File: src/rtl/core/rational_fraction_alu_macros.svh
// Assertion macros for the rational fraction ALU.
`ifndef RATIONAL_FRACTION_ALU_MACROS_SVH
`define RATIONAL_FRACTION_ALU_MACROS_SVH

`ifndef NO_ASSERTIONS
`define RFA_ASSERT_IMPL(label, clk, rst, ante, cons) \
  label: assert property (@(posedge clk) disable iff (rst) (ante) |-> (cons)) \
    else $error("rfa assertion failed");
`define RFA_ASSERT_NEXT(label, clk, rst, ante, cons) \
  label: assert property (@(posedge clk) disable iff (rst) (ante) |=> (cons)) \
    else $error("rfa assertion failed");
`else
`define RFA_ASSERT_IMPL(label, clk, rst, ante, cons)
`define RFA_ASSERT_NEXT(label, clk, rst, ante, cons)
`endif

`endif

File: src/rtl/core/rfa_pkg.sv
`default_nettype none

package rfa_pkg;

  localparam int OPW = 16;        // operand width
  localparam int WW  = 2 * OPW;   // work width for products and sums
  localparam int NW  = 33;        // result numerator width
  localparam int DW  = 31;        // result denominator width
  localparam int KW  = $clog2(WW);

  localparam logic [1:0] KIND_ADD = 2'd0;
  localparam logic [1:0] KIND_SUB = 2'd1;
  localparam logic [1:0] KIND_MUL = 2'd2;
  localparam logic [1:0] KIND_CMP = 2'd3;

  typedef struct packed {
    logic load_in;
    logic load_a;
    logic load_b;
    logic load_r;
    logic set_zero;
    logic gcd_init;
    logic even_step;
    logic gcd_step;
    logic div_init;
    logic div_step;
    logic store_a;
    logic store_b;
    logic mul;
    logic finish;
  } cmd_t;

  typedef struct packed {
    logic bad;
    logic wn_zero;
    logic both_even;
    logic gx_zero;
    logic is_cmp;
  } stat_t;

endpackage

`default_nettype wire

File: src/rtl/core/rfa_in_if.sv
`default_nettype none

interface rfa_in_if;
  logic                           valid;
  logic                           ready;
  logic [1:0]                     kind;
  logic signed [rfa_pkg::OPW-1:0] a_num;
  logic signed [rfa_pkg::OPW-1:0] a_den;
  logic signed [rfa_pkg::OPW-1:0] b_num;
  logic signed [rfa_pkg::OPW-1:0] b_den;

  modport source (output valid, kind, a_num, a_den, b_num, b_den, input ready);
  modport sink (input valid, kind, a_num, a_den, b_num, b_den, output ready);
endinterface

`default_nettype wire

File: src/rtl/core/rfa_out_if.sv
`default_nettype none

interface rfa_out_if;
  logic                          valid;
  logic                          ready;
  logic signed [rfa_pkg::NW-1:0] res_num;
  logic [rfa_pkg::DW-1:0]        res_den;
  logic                          equal;
  logic                          bad_den;

  modport source (output valid, res_num, res_den, equal, bad_den, input ready);
  modport sink (input valid, res_num, res_den, equal, bad_den, output ready);
endinterface

`default_nettype wire

File: src/rtl/core/rfa_datapath.sv
`default_nettype none

module rfa_datapath (
  input  wire logic                           clk,
  input  wire rfa_pkg::cmd_t                  cmd,
  output rfa_pkg::stat_t                      stat,
  input  wire logic [1:0]                     kind,
  input  wire logic signed [rfa_pkg::OPW-1:0] a_num,
  input  wire logic signed [rfa_pkg::OPW-1:0] a_den,
  input  wire logic signed [rfa_pkg::OPW-1:0] b_num,
  input  wire logic signed [rfa_pkg::OPW-1:0] b_den,
  output logic signed [rfa_pkg::NW-1:0]       res_num,
  output logic [rfa_pkg::DW-1:0]              res_den,
  output logic                                equal,
  output logic                                bad_den
);

  localparam int OPW = rfa_pkg::OPW;
  localparam int WW  = rfa_pkg::WW;
  localparam int NW  = rfa_pkg::NW;
  localparam int DW  = rfa_pkg::DW;
  localparam int KW  = rfa_pkg::KW;

  logic [1:0]     kind_r;
  logic [OPW-1:0] an, ad, bn, bd;
  logic           a_neg, b_neg, bad;
  logic [WW-1:0]  wn, wd;
  logic           wneg;
  logic [WW-1:0]  gx, gy;
  logic [KW-1:0]  gk;
  logic [WW-1:0]  dv, rem_n, rem_d, qn, qd;
  logic           qneg;
  logic [WW-1:0]  p, q, dd;

  logic [WW:0]    sh_n, sh_d;
  logic           ge_n, ge_d;
  logic           q_sgn;
  logic [WW-1:0]  comb_n;
  logic           comb_neg;

  function automatic logic [OPW-1:0] mag(input logic [OPW-1:0] v);
    mag = v[OPW-1] ? (~v + 1'b1) : v;
  endfunction

  always_comb begin
    sh_n = {rem_n, qn[WW-1]};
    sh_d = {rem_d, qd[WW-1]};
    ge_n = sh_n >= {1'b0, dv};
    ge_d = sh_d >= {1'b0, dv};
  end

  always_comb begin
    q_sgn  = (kind_r == rfa_pkg::KIND_SUB) ? ~b_neg : b_neg;
    if (kind_r == rfa_pkg::KIND_MUL) begin
      comb_n   = p;
      comb_neg = a_neg ^ b_neg;
    end else if (a_neg == q_sgn) begin
      comb_n   = p + q;
      comb_neg = a_neg;
    end else if (p >= q) begin
      comb_n   = p - q;
      comb_neg = a_neg;
    end else begin
      comb_n   = q - p;
      comb_neg = q_sgn;
    end
  end

  always_comb begin
    stat.bad       = bad;
    stat.wn_zero   = (wn == '0);
    stat.both_even = ~gx[0] & ~gy[0];
    stat.gx_zero   = (gx == '0);
    stat.is_cmp    = (kind_r == rfa_pkg::KIND_CMP);
  end

  always_ff @(posedge clk) begin
    if (cmd.load_in) begin
      kind_r <= kind;
      an     <= mag(a_num);
      ad     <= mag(a_den);
      bn     <= mag(b_num);
      bd     <= mag(b_den);
      a_neg  <= a_num[OPW-1] ^ a_den[OPW-1];
      b_neg  <= b_num[OPW-1] ^ b_den[OPW-1];
      bad    <= (a_den == '0) || (b_den == '0);
    end
    if (cmd.store_a) begin
      an    <= qn[OPW-1:0];
      ad    <= qd[OPW-1:0];
      a_neg <= qneg;
    end
    if (cmd.store_b) begin
      bn    <= qn[OPW-1:0];
      bd    <= qd[OPW-1:0];
      b_neg <= qneg;
    end

    if (cmd.load_a) begin
      wn   <= {{(WW-OPW){1'b0}}, an};
      wd   <= {{(WW-OPW){1'b0}}, ad};
      wneg <= a_neg;
    end else if (cmd.load_b) begin
      wn   <= {{(WW-OPW){1'b0}}, bn};
      wd   <= {{(WW-OPW){1'b0}}, bd};
      wneg <= b_neg;
    end else if (cmd.load_r) begin
      wn   <= comb_n;
      wd   <= dd;
      wneg <= comb_neg;
    end

    if (cmd.mul) begin
      p  <= WW'(an) * WW'((kind_r == rfa_pkg::KIND_MUL) ? bn : bd);
      q  <= WW'(bn) * WW'(ad);
      dd <= WW'(ad) * WW'(bd);
    end

    // binary gcd: strip common twos, then subtract and halve
    if (cmd.gcd_init) begin
      gx <= wn;
      gy <= wd;
      gk <= '0;
    end else if (cmd.even_step) begin
      gx <= gx >> 1;
      gy <= gy >> 1;
      gk <= gk + 1'b1;
    end else if (cmd.gcd_step) begin
      if (!gx[0]) begin
        gx <= gx >> 1;
      end else if (!gy[0]) begin
        gy <= gy >> 1;
      end else if (gx >= gy) begin
        gx <= (gx - gy) >> 1;
      end else begin
        gy <= (gy - gx) >> 1;
      end
    end

    if (cmd.set_zero) begin
      qn   <= '0;
      qd   <= {{(WW-1){1'b0}}, 1'b1};
      qneg <= 1'b0;
    end else if (cmd.div_init) begin
      dv    <= gy << gk;
      rem_n <= '0;
      rem_d <= '0;
      qn    <= wn;
      qd    <= wd;
      qneg  <= wneg;
    end else if (cmd.div_step) begin
      rem_n <= ge_n ? (sh_n[WW-1:0] - dv) : sh_n[WW-1:0];
      rem_d <= ge_d ? (sh_d[WW-1:0] - dv) : sh_d[WW-1:0];
      qn    <= {qn[WW-2:0], ge_n};
      qd    <= {qd[WW-2:0], ge_d};
    end

    if (cmd.finish) begin
      if (bad) begin
        res_num <= '0;
        res_den <= '0;
        equal   <= 1'b0;
        bad_den <= 1'b1;
      end else if (kind_r == rfa_pkg::KIND_CMP) begin
        res_num <= '0;
        res_den <= {{(DW-1){1'b0}}, 1'b1};
        equal   <= (a_neg == b_neg) && (an == bn) && (ad == bd);
        bad_den <= 1'b0;
      end else begin
        res_num <= qneg ? -$signed({{(NW-WW){1'b0}}, qn}) : $signed({{(NW-WW){1'b0}}, qn});
        res_den <= qd[DW-1:0];
        equal   <= 1'b0;
        bad_den <= 1'b0;
      end
    end
  end

endmodule

`default_nettype wire

File: src/rtl/core/rfa_ctrl.sv
`default_nettype none

module rfa_ctrl (
  input  wire logic           clk,
  input  wire logic           rst,
  input  wire logic           in_valid,
  output logic                in_ready,
  output logic                out_valid,
  input  wire logic           out_ready,
  input  wire rfa_pkg::stat_t stat,
  output rfa_pkg::cmd_t       cmd
);

  localparam logic [3:0] S_IDLE  = 4'd0;
  localparam logic [3:0] S_CHK   = 4'd1;
  localparam logic [3:0] S_ZERO  = 4'd2;
  localparam logic [3:0] S_EVEN  = 4'd3;
  localparam logic [3:0] S_GCD   = 4'd4;
  localparam logic [3:0] S_DIV   = 4'd5;
  localparam logic [3:0] S_STORE = 4'd6;
  localparam logic [3:0] S_MUL   = 4'd7;
  localparam logic [3:0] S_COMB  = 4'd8;
  localparam logic [3:0] S_FIN   = 4'd9;

  localparam logic [1:0] PH_A = 2'd0;
  localparam logic [1:0] PH_B = 2'd1;
  localparam logic [1:0] PH_R = 2'd2;

  localparam int KW = rfa_pkg::KW;

  logic [3:0]    state, state_next;
  logic [1:0]    phase, phase_next;
  logic [KW-1:0] cnt, cnt_next;
  logic          ov, ov_next;

  assign in_ready  = (state == S_IDLE);
  assign out_valid = ov;

  always_comb begin
    cmd        = '0;
    state_next = state;
    phase_next = phase;
    cnt_next   = cnt;
    ov_next    = ov & ~out_ready;
    case (state)
      S_IDLE: begin
        if (in_valid) begin
          cmd.load_in = 1'b1;
          state_next  = S_CHK;
        end
      end
      S_CHK: begin
        if (stat.bad) begin
          state_next = S_FIN;
        end else begin
          cmd.load_a = 1'b1;
          phase_next = PH_A;
          state_next = S_ZERO;
        end
      end
      S_ZERO: begin
        if (stat.wn_zero) begin
          cmd.set_zero = 1'b1;
          state_next   = S_STORE;
        end else begin
          cmd.gcd_init = 1'b1;
          state_next   = S_EVEN;
        end
      end
      S_EVEN: begin
        if (stat.both_even) begin
          cmd.even_step = 1'b1;
        end else begin
          state_next = S_GCD;
        end
      end
      S_GCD: begin
        if (stat.gx_zero) begin
          cmd.div_init = 1'b1;
          cnt_next     = '0;
          state_next   = S_DIV;
        end else begin
          cmd.gcd_step = 1'b1;
        end
      end
      S_DIV: begin
        cmd.div_step = 1'b1;
        cnt_next     = cnt + 1'b1;
        if (cnt == '1) begin
          state_next = S_STORE;
        end
      end
      S_STORE: begin
        case (phase)
          PH_A: begin
            cmd.store_a = 1'b1;
            cmd.load_b  = 1'b1;
            phase_next  = PH_B;
            state_next  = S_ZERO;
          end
          PH_B: begin
            cmd.store_b = 1'b1;
            state_next  = stat.is_cmp ? S_FIN : S_MUL;
          end
          default: begin
            state_next = S_FIN;
          end
        endcase
      end
      S_MUL: begin
        cmd.mul    = 1'b1;
        state_next = S_COMB;
      end
      S_COMB: begin
        cmd.load_r = 1'b1;
        phase_next = PH_R;
        state_next = S_ZERO;
      end
      S_FIN: begin
        // hold until the output register is free
        if (!ov || out_ready) begin
          cmd.finish = 1'b1;
          ov_next    = 1'b1;
          state_next = S_IDLE;
        end
      end
      default: begin
        state_next = S_IDLE;
      end
    endcase
  end

  always_ff @(posedge clk) begin
    if (rst) begin
      state <= S_IDLE;
      phase <= PH_A;
      cnt   <= '0;
      ov    <= 1'b0;
    end else begin
      state <= state_next;
      phase <= phase_next;
      cnt   <= cnt_next;
      ov    <= ov_next;
    end
  end

endmodule

`default_nettype wire

File: src/rtl/core/rational_fraction_alu.sv
// Flow: a zero denominator goes straight to the result; otherwise the result is set by
//   three reductions in sequence (two for a compare), each a binary gcd (one
//   subtract-and-halve a cycle) and a restoring division of numerator and denominator
//   in parallel.
// Throughput: one item at a time; the next item is taken while a result waits.
// Reset: rst, synchronous active high, returns the controller to idle, output empty.
`default_nettype none
`include "rational_fraction_alu_macros.svh"

module rational_fraction_alu (
  input wire logic clk,
  input wire logic rst,
  rfa_in_if.sink   in_ch,
  rfa_out_if.source out_ch
);

  rfa_pkg::cmd_t  cmd;
  rfa_pkg::stat_t stat;

  rfa_ctrl u_ctrl (
    .clk       (clk),
    .rst       (rst),
    .in_valid  (in_ch.valid),
    .in_ready  (in_ch.ready),
    .out_valid (out_ch.valid),
    .out_ready (out_ch.ready),
    .stat      (stat),
    .cmd       (cmd)
  );

  rfa_datapath u_dp (
    .clk     (clk),
    .cmd     (cmd),
    .stat    (stat),
    .kind    (in_ch.kind),
    .a_num   (in_ch.a_num),
    .a_den   (in_ch.a_den),
    .b_num   (in_ch.b_num),
    .b_den   (in_ch.b_den),
    .res_num (out_ch.res_num),
    .res_den (out_ch.res_den),
    .equal   (out_ch.equal),
    .bad_den (out_ch.bad_den)
  );

  `RFA_ASSERT_NEXT(a_busy_after_accept, clk, rst, in_ch.valid && in_ch.ready, !in_ch.ready)
  `RFA_ASSERT_IMPL(a_bad_clears, clk, rst, out_ch.valid && out_ch.bad_den, out_ch.res_den == '0 && !out_ch.equal)
  `RFA_ASSERT_IMPL(a_equal_form, clk, rst, out_ch.valid && out_ch.equal, out_ch.res_num == '0 && out_ch.res_den == 31'd1)

endmodule

`default_nettype wire
File: src/flat_wrapper.sv
// flat-port wrapper written by rule: the top's interface ports become plain ports
module rational_fraction_alu_flat 
  (clk, rst, in_ch_valid, in_ch_kind, in_ch_a_num, in_ch_a_den, in_ch_b_num, in_ch_b_den, in_ch_ready, out_ch_valid, out_ch_res_num, out_ch_res_den, out_ch_equal, out_ch_bad_den, out_ch_ready);
  rfa_in_if in_ch_i ();
  rfa_out_if out_ch_i ();
  input wire logic clk;
  input wire logic rst;
  input wire logic [$bits(in_ch_i.valid)-1:0] in_ch_valid;
  input wire logic [$bits(in_ch_i.kind)-1:0] in_ch_kind;
  input wire logic [$bits(in_ch_i.a_num)-1:0] in_ch_a_num;
  input wire logic [$bits(in_ch_i.a_den)-1:0] in_ch_a_den;
  input wire logic [$bits(in_ch_i.b_num)-1:0] in_ch_b_num;
  input wire logic [$bits(in_ch_i.b_den)-1:0] in_ch_b_den;
  output wire logic [$bits(in_ch_i.ready)-1:0] in_ch_ready;
  output wire logic [$bits(out_ch_i.valid)-1:0] out_ch_valid;
  output wire logic [$bits(out_ch_i.res_num)-1:0] out_ch_res_num;
  output wire logic [$bits(out_ch_i.res_den)-1:0] out_ch_res_den;
  output wire logic [$bits(out_ch_i.equal)-1:0] out_ch_equal;
  output wire logic [$bits(out_ch_i.bad_den)-1:0] out_ch_bad_den;
  input wire logic [$bits(out_ch_i.ready)-1:0] out_ch_ready;
  assign in_ch_i.valid = in_ch_valid;
  assign in_ch_i.kind = in_ch_kind;
  assign in_ch_i.a_num = in_ch_a_num;
  assign in_ch_i.a_den = in_ch_a_den;
  assign in_ch_i.b_num = in_ch_b_num;
  assign in_ch_i.b_den = in_ch_b_den;
  assign in_ch_ready = in_ch_i.ready;
  assign out_ch_valid = out_ch_i.valid;
  assign out_ch_res_num = out_ch_i.res_num;
  assign out_ch_res_den = out_ch_i.res_den;
  assign out_ch_equal = out_ch_i.equal;
  assign out_ch_bad_den = out_ch_i.bad_den;
  assign out_ch_i.ready = out_ch_ready;
  rational_fraction_alu u_core (.clk(clk), .rst(rst), .in_ch(in_ch_i), .out_ch(out_ch_i));
endmodule
File: config.mk
export PLATFORM = sky130hd
export DESIGN_NAME = rational_fraction_alu_flat
export DESIGN_NICKNAME = d
export VERILOG_FILES = /design/src/rtl/core/rfa_pkg.sv /design/src/rtl/core/rfa_in_if.sv /design/src/rtl/core/rfa_out_if.sv /design/src/rtl/core/rfa_datapath.sv /design/src/rtl/core/rfa_ctrl.sv /design/src/rtl/core/rational_fraction_alu.sv /design/src/flat_wrapper.sv
export VERILOG_INCLUDE_DIRS = /design/src /design/src/rtl/core
export SDC_FILE = /design/constraint.sdc
export NUM_CORES = 2
export LEC_CHECK = 0
export BUFFER_PORTS_ARGS = -buffer_cell sky130_fd_sc_hd__buf_4
export CAP_MARGIN = 20
export CORE_MARGIN = 3
export CORE_UTILIZATION = 35
export CTS_CLUSTER_DIAMETER = 40
export DETAILED_ROUTE_END_ITERATION = 12
export MAX_ROUTING_LAYER = met4
export PLACE_DENSITY = 0.56
export SLEW_MARGIN = 20
export SYNTH_ARGS = -nofsm -noshare
export SYNTH_HDL_FRONTEND = slang
export SYNTH_HIERARCHICAL = 1
export SYNTH_SLANG_ARGS = --single-unit
File: constraint.sdc
create_clock -name clk -period 9.5 [get_ports clk]
set_clock_uncertainty 0.05 [all_clocks]
set_input_delay 0.95 -clock clk [delete_from_list [all_inputs] [get_ports clk]]
set_output_delay 0.95 -clock clk [all_outputs]
set_load 0.02 [all_outputs]
==> impl_metrics.csv <==
group,metric,value,unit
job,cap_viol_max_count,0,
detailed_routing,firstDrtPassIters,9,
sta,max_slew.worst_pin.slew,1.22,ns
sta,finalWorstPathRequiredPeriod,8.08,ns
final_layout,drive_gt1_share,7.59,%
sta,drv_slew,0,
global_routing,grt_pass1_wl,337000,um
global_routing,grt.overflow.total,0,
final_layout,nets,8338,
logic_synthesis,ys_ff_latch,538,
clock_tree,ctsHtreeMaxLevel,3,
detailed_routing,drc_errors,0,
logic_synthesis,synth-async-reset-ratio,0,%
worst_setup_path,r2r_start,"u_core/u_dp/bn[2]$_DFFE_PP_",
detailed_routing,drt_wl_total,224000,um
floorplan,coreArea,0.179,mm^2
detailed_routing,num_vias,51900,
final_layout,fillers,18100,
worst_setup_path,worstPathRequired,9.90,ns
sta,fmax,124,MHz
detailed_routing,drtIter0Drc,4201,
clock_tree,clock_path_buffers,3,
final_layout,areaGrowthSynthToFinish,11.3,%
worst_setup_path,crit_arrival,8.49,ns
worst_setup_path,crit_path_end_kind,"register",
placed_design,gp_congestion,0.995,
global_routing,grt_use_total,24.5,%
worst_setup_path,critPathKind,"reg2reg",
logic_synthesis,syn-num-nets,8380,
logic_synthesis,syn_area_per_cell,8.86,um^2
clock_tree,post_cts_buffers,0,
logic_synthesis,ys_warn_count,6,
floorplan,die_x,432,um
min_path,holdCritPathClass,"in2reg",
clock_tree,cts.clk_slew.worst_paths,0.06,ns
floorplan,die_y,432,um
sta,setup_viol,0,
logic_synthesis,syn_area,0.0634,mm^2
clock_tree,cts_tree,"yes",
logic_synthesis,synth_edf_count,424,
final_layout,mostFrequentLayoutCells,"inv_1, nand2_1, fa_1",
floorplan,io-pin-count,138,
final_layout,largest_reg_flops,33,
sta,period_share,85.1,%
worst_setup_path,crit_fanout,19,
placed_design,dp_hpwl,175000,um
placed_design,io_buffers,137,
final_layout,layout_commonest_cell,"inv_1",
sta,rsz0062_at_grt,"no",
run_status,outcome,"complete, no violations",
sta,finalSetupTns,0,ns
clock_tree,cts.sinks,538,
logic_synthesis,yosysSeqAreaShare,23.7,%
clock_tree,cts_buffers,103,
final_layout,largest_register,"u_core/u_dp/res_num",
detailed_routing,vias_per_cell,5.42,
logic_synthesis,synthFlopType,"edfxtp_1",
floorplan,dieArea,0.186,mm^2
global_routing,grt_pass1_vias,52200,
clock_tree,hold_buffers,0,
worst_setup_path,startpoint_type,"register",
min_path,hold_start,"in_ch_kind[1]",
sta,hold_viol,0,
detailed_routing,wl_per_cell,23.4,um
logic_synthesis,netlist_instances,7162,
sta,relSlewSlack,17.6,%
worst_setup_path,startpoint,"u_core/u_dp/bn[2]$_DFFE_PP_",
floorplan,rows,155,
global_routing,antenna_found_initial,10,
floorplan,initial_core_util,35.4,%
global_routing,grt_max_degree,117,
clock_tree,cts_resized,0,
clock_tree,cts_root_buffer,"clkbuf_16",
detailed_routing,antenna_left,0,
clock_tree,clock_latency,0.74,ns
logic_synthesis,synth_cell_type_count,103,
==> per-layer routing <==
layer / GRT usage, % / wire length (um) / up-vias
li1: - / - / 24000
met1: 32.0 / 96800 / 26000
met2: 39.8 / 106000 / 1710
met3: 3.13 / 14100 / 300
met4: 7.51 / 7000 / 0
met5: - / 0 / -
==> synth_stat cells, types with 139 or more instances <==
| master | instances | share of area, % |
|---|---|---|
| o21ai_0 | 332 | 2.6 |
| clkbuf_1 | 329 | 1.9 |
| ha_1 | 559 | 11 |
| nor2_1 | 426 | 2.5 |
| xor2_1 | 139 | 1.9 |
| mux2i_1 | 156 | 2.5 |
| a21oi_1 | 398 | 3.1 |
| inv_1 | 1008 | 6.0 |
| nand2_1 | 806 | 4.8 |
| fa_1 | 589 | 19 |
| and2_1 | 362 | 3.6 |
| xnor2_1 | 174 | 2.4 |
| edfxtp_1 | 424 | 20 |
==> path summary, 6_finish.rpt <==
path	slack, ns	depth (start not counted)	endpoint
min	0.42	1	u_core/u_dp/kind_r[1]$_DFFE_PP_
max	1.42	23	u_core/u_dp/p[31]$_DFFE_PP_
max reg2reg	1.42	23	u_core/u_dp/p[31]$_DFFE_PP_
min reg2reg	0.42	2	u_core/u_dp/wd[24]$_SDFFE_PP0P_
==> logic make-up after synthesis <==
logic type      count (synthesis)  share of synthesized area (%)
simple gates                 2148                           16.3
compound gates               1418                           14.4
buf+inv                      1414                           8.51
fa+ha+maj                    1148                           29.6
flops                         538                           23.7
xor+xnor                      313                           4.32
mux                           183                           3.17
==> cell type report <==
class / instances / area, um^2 / area share (%)
repair buffers: 256 / 1980 / 2.81
well taps: 2355 / 2950 / 4.18
clock inverters: 87 / 1030 / 1.46
flip-flops and latches: 538 / 15000 / 21.3
multi-input cells: 5210 / 43100 / 61.1
clock buffers: 109 / 2630 / 3.73
diodes: 15 / 37.5 / 0.0532
inverters: 1011 / 3790 / 5.38
==> worst max-delay path: stages, from the launching register on <==
cell       delay [ns]
edfxtp_1         1.00
nand2_1          0.10
nand2_1          0.56
nand2_1          0.16
fa_1             0.53
fa_1             0.47
fa_1             0.55
inv_1            0.06
fa_1             0.48
fa_1             0.49
inv_1            0.05
fa_1             0.47
inv_1            0.04
ha_1             0.34
a21oi_1          0.16
a21oi_1          0.08
a211oi_1         0.36
a31o_2           0.27
o21ai_1          0.12
a2bb2oi_1        0.17
and4_1           0.20
a2111oi_0        0.70
a21oi_1          0.20
xnor2_1          0.17
==> stage by stage <==
stage          instance area, um^2  hold WS [ns]  instances  setup slack (ns)  utilization, %
2_1_floorplan                63400         0.382       7162              2.16               -
3_3_place_gp                 66800         0.410       9368              1.66            37.3
3_5_place_dp                 66800         0.423       9368              1.57            37.3
4_1_cts                      70500         0.378       9564              1.54            39.3
5_1_grt                      70500         0.399       9572             0.837            39.4
6_report                     70600         0.418       9581              1.42            39.4
Power is left out: the tool's default activity adds up to more than one toggle a clock period on the data nets, which glitch-free logic cannot reach.
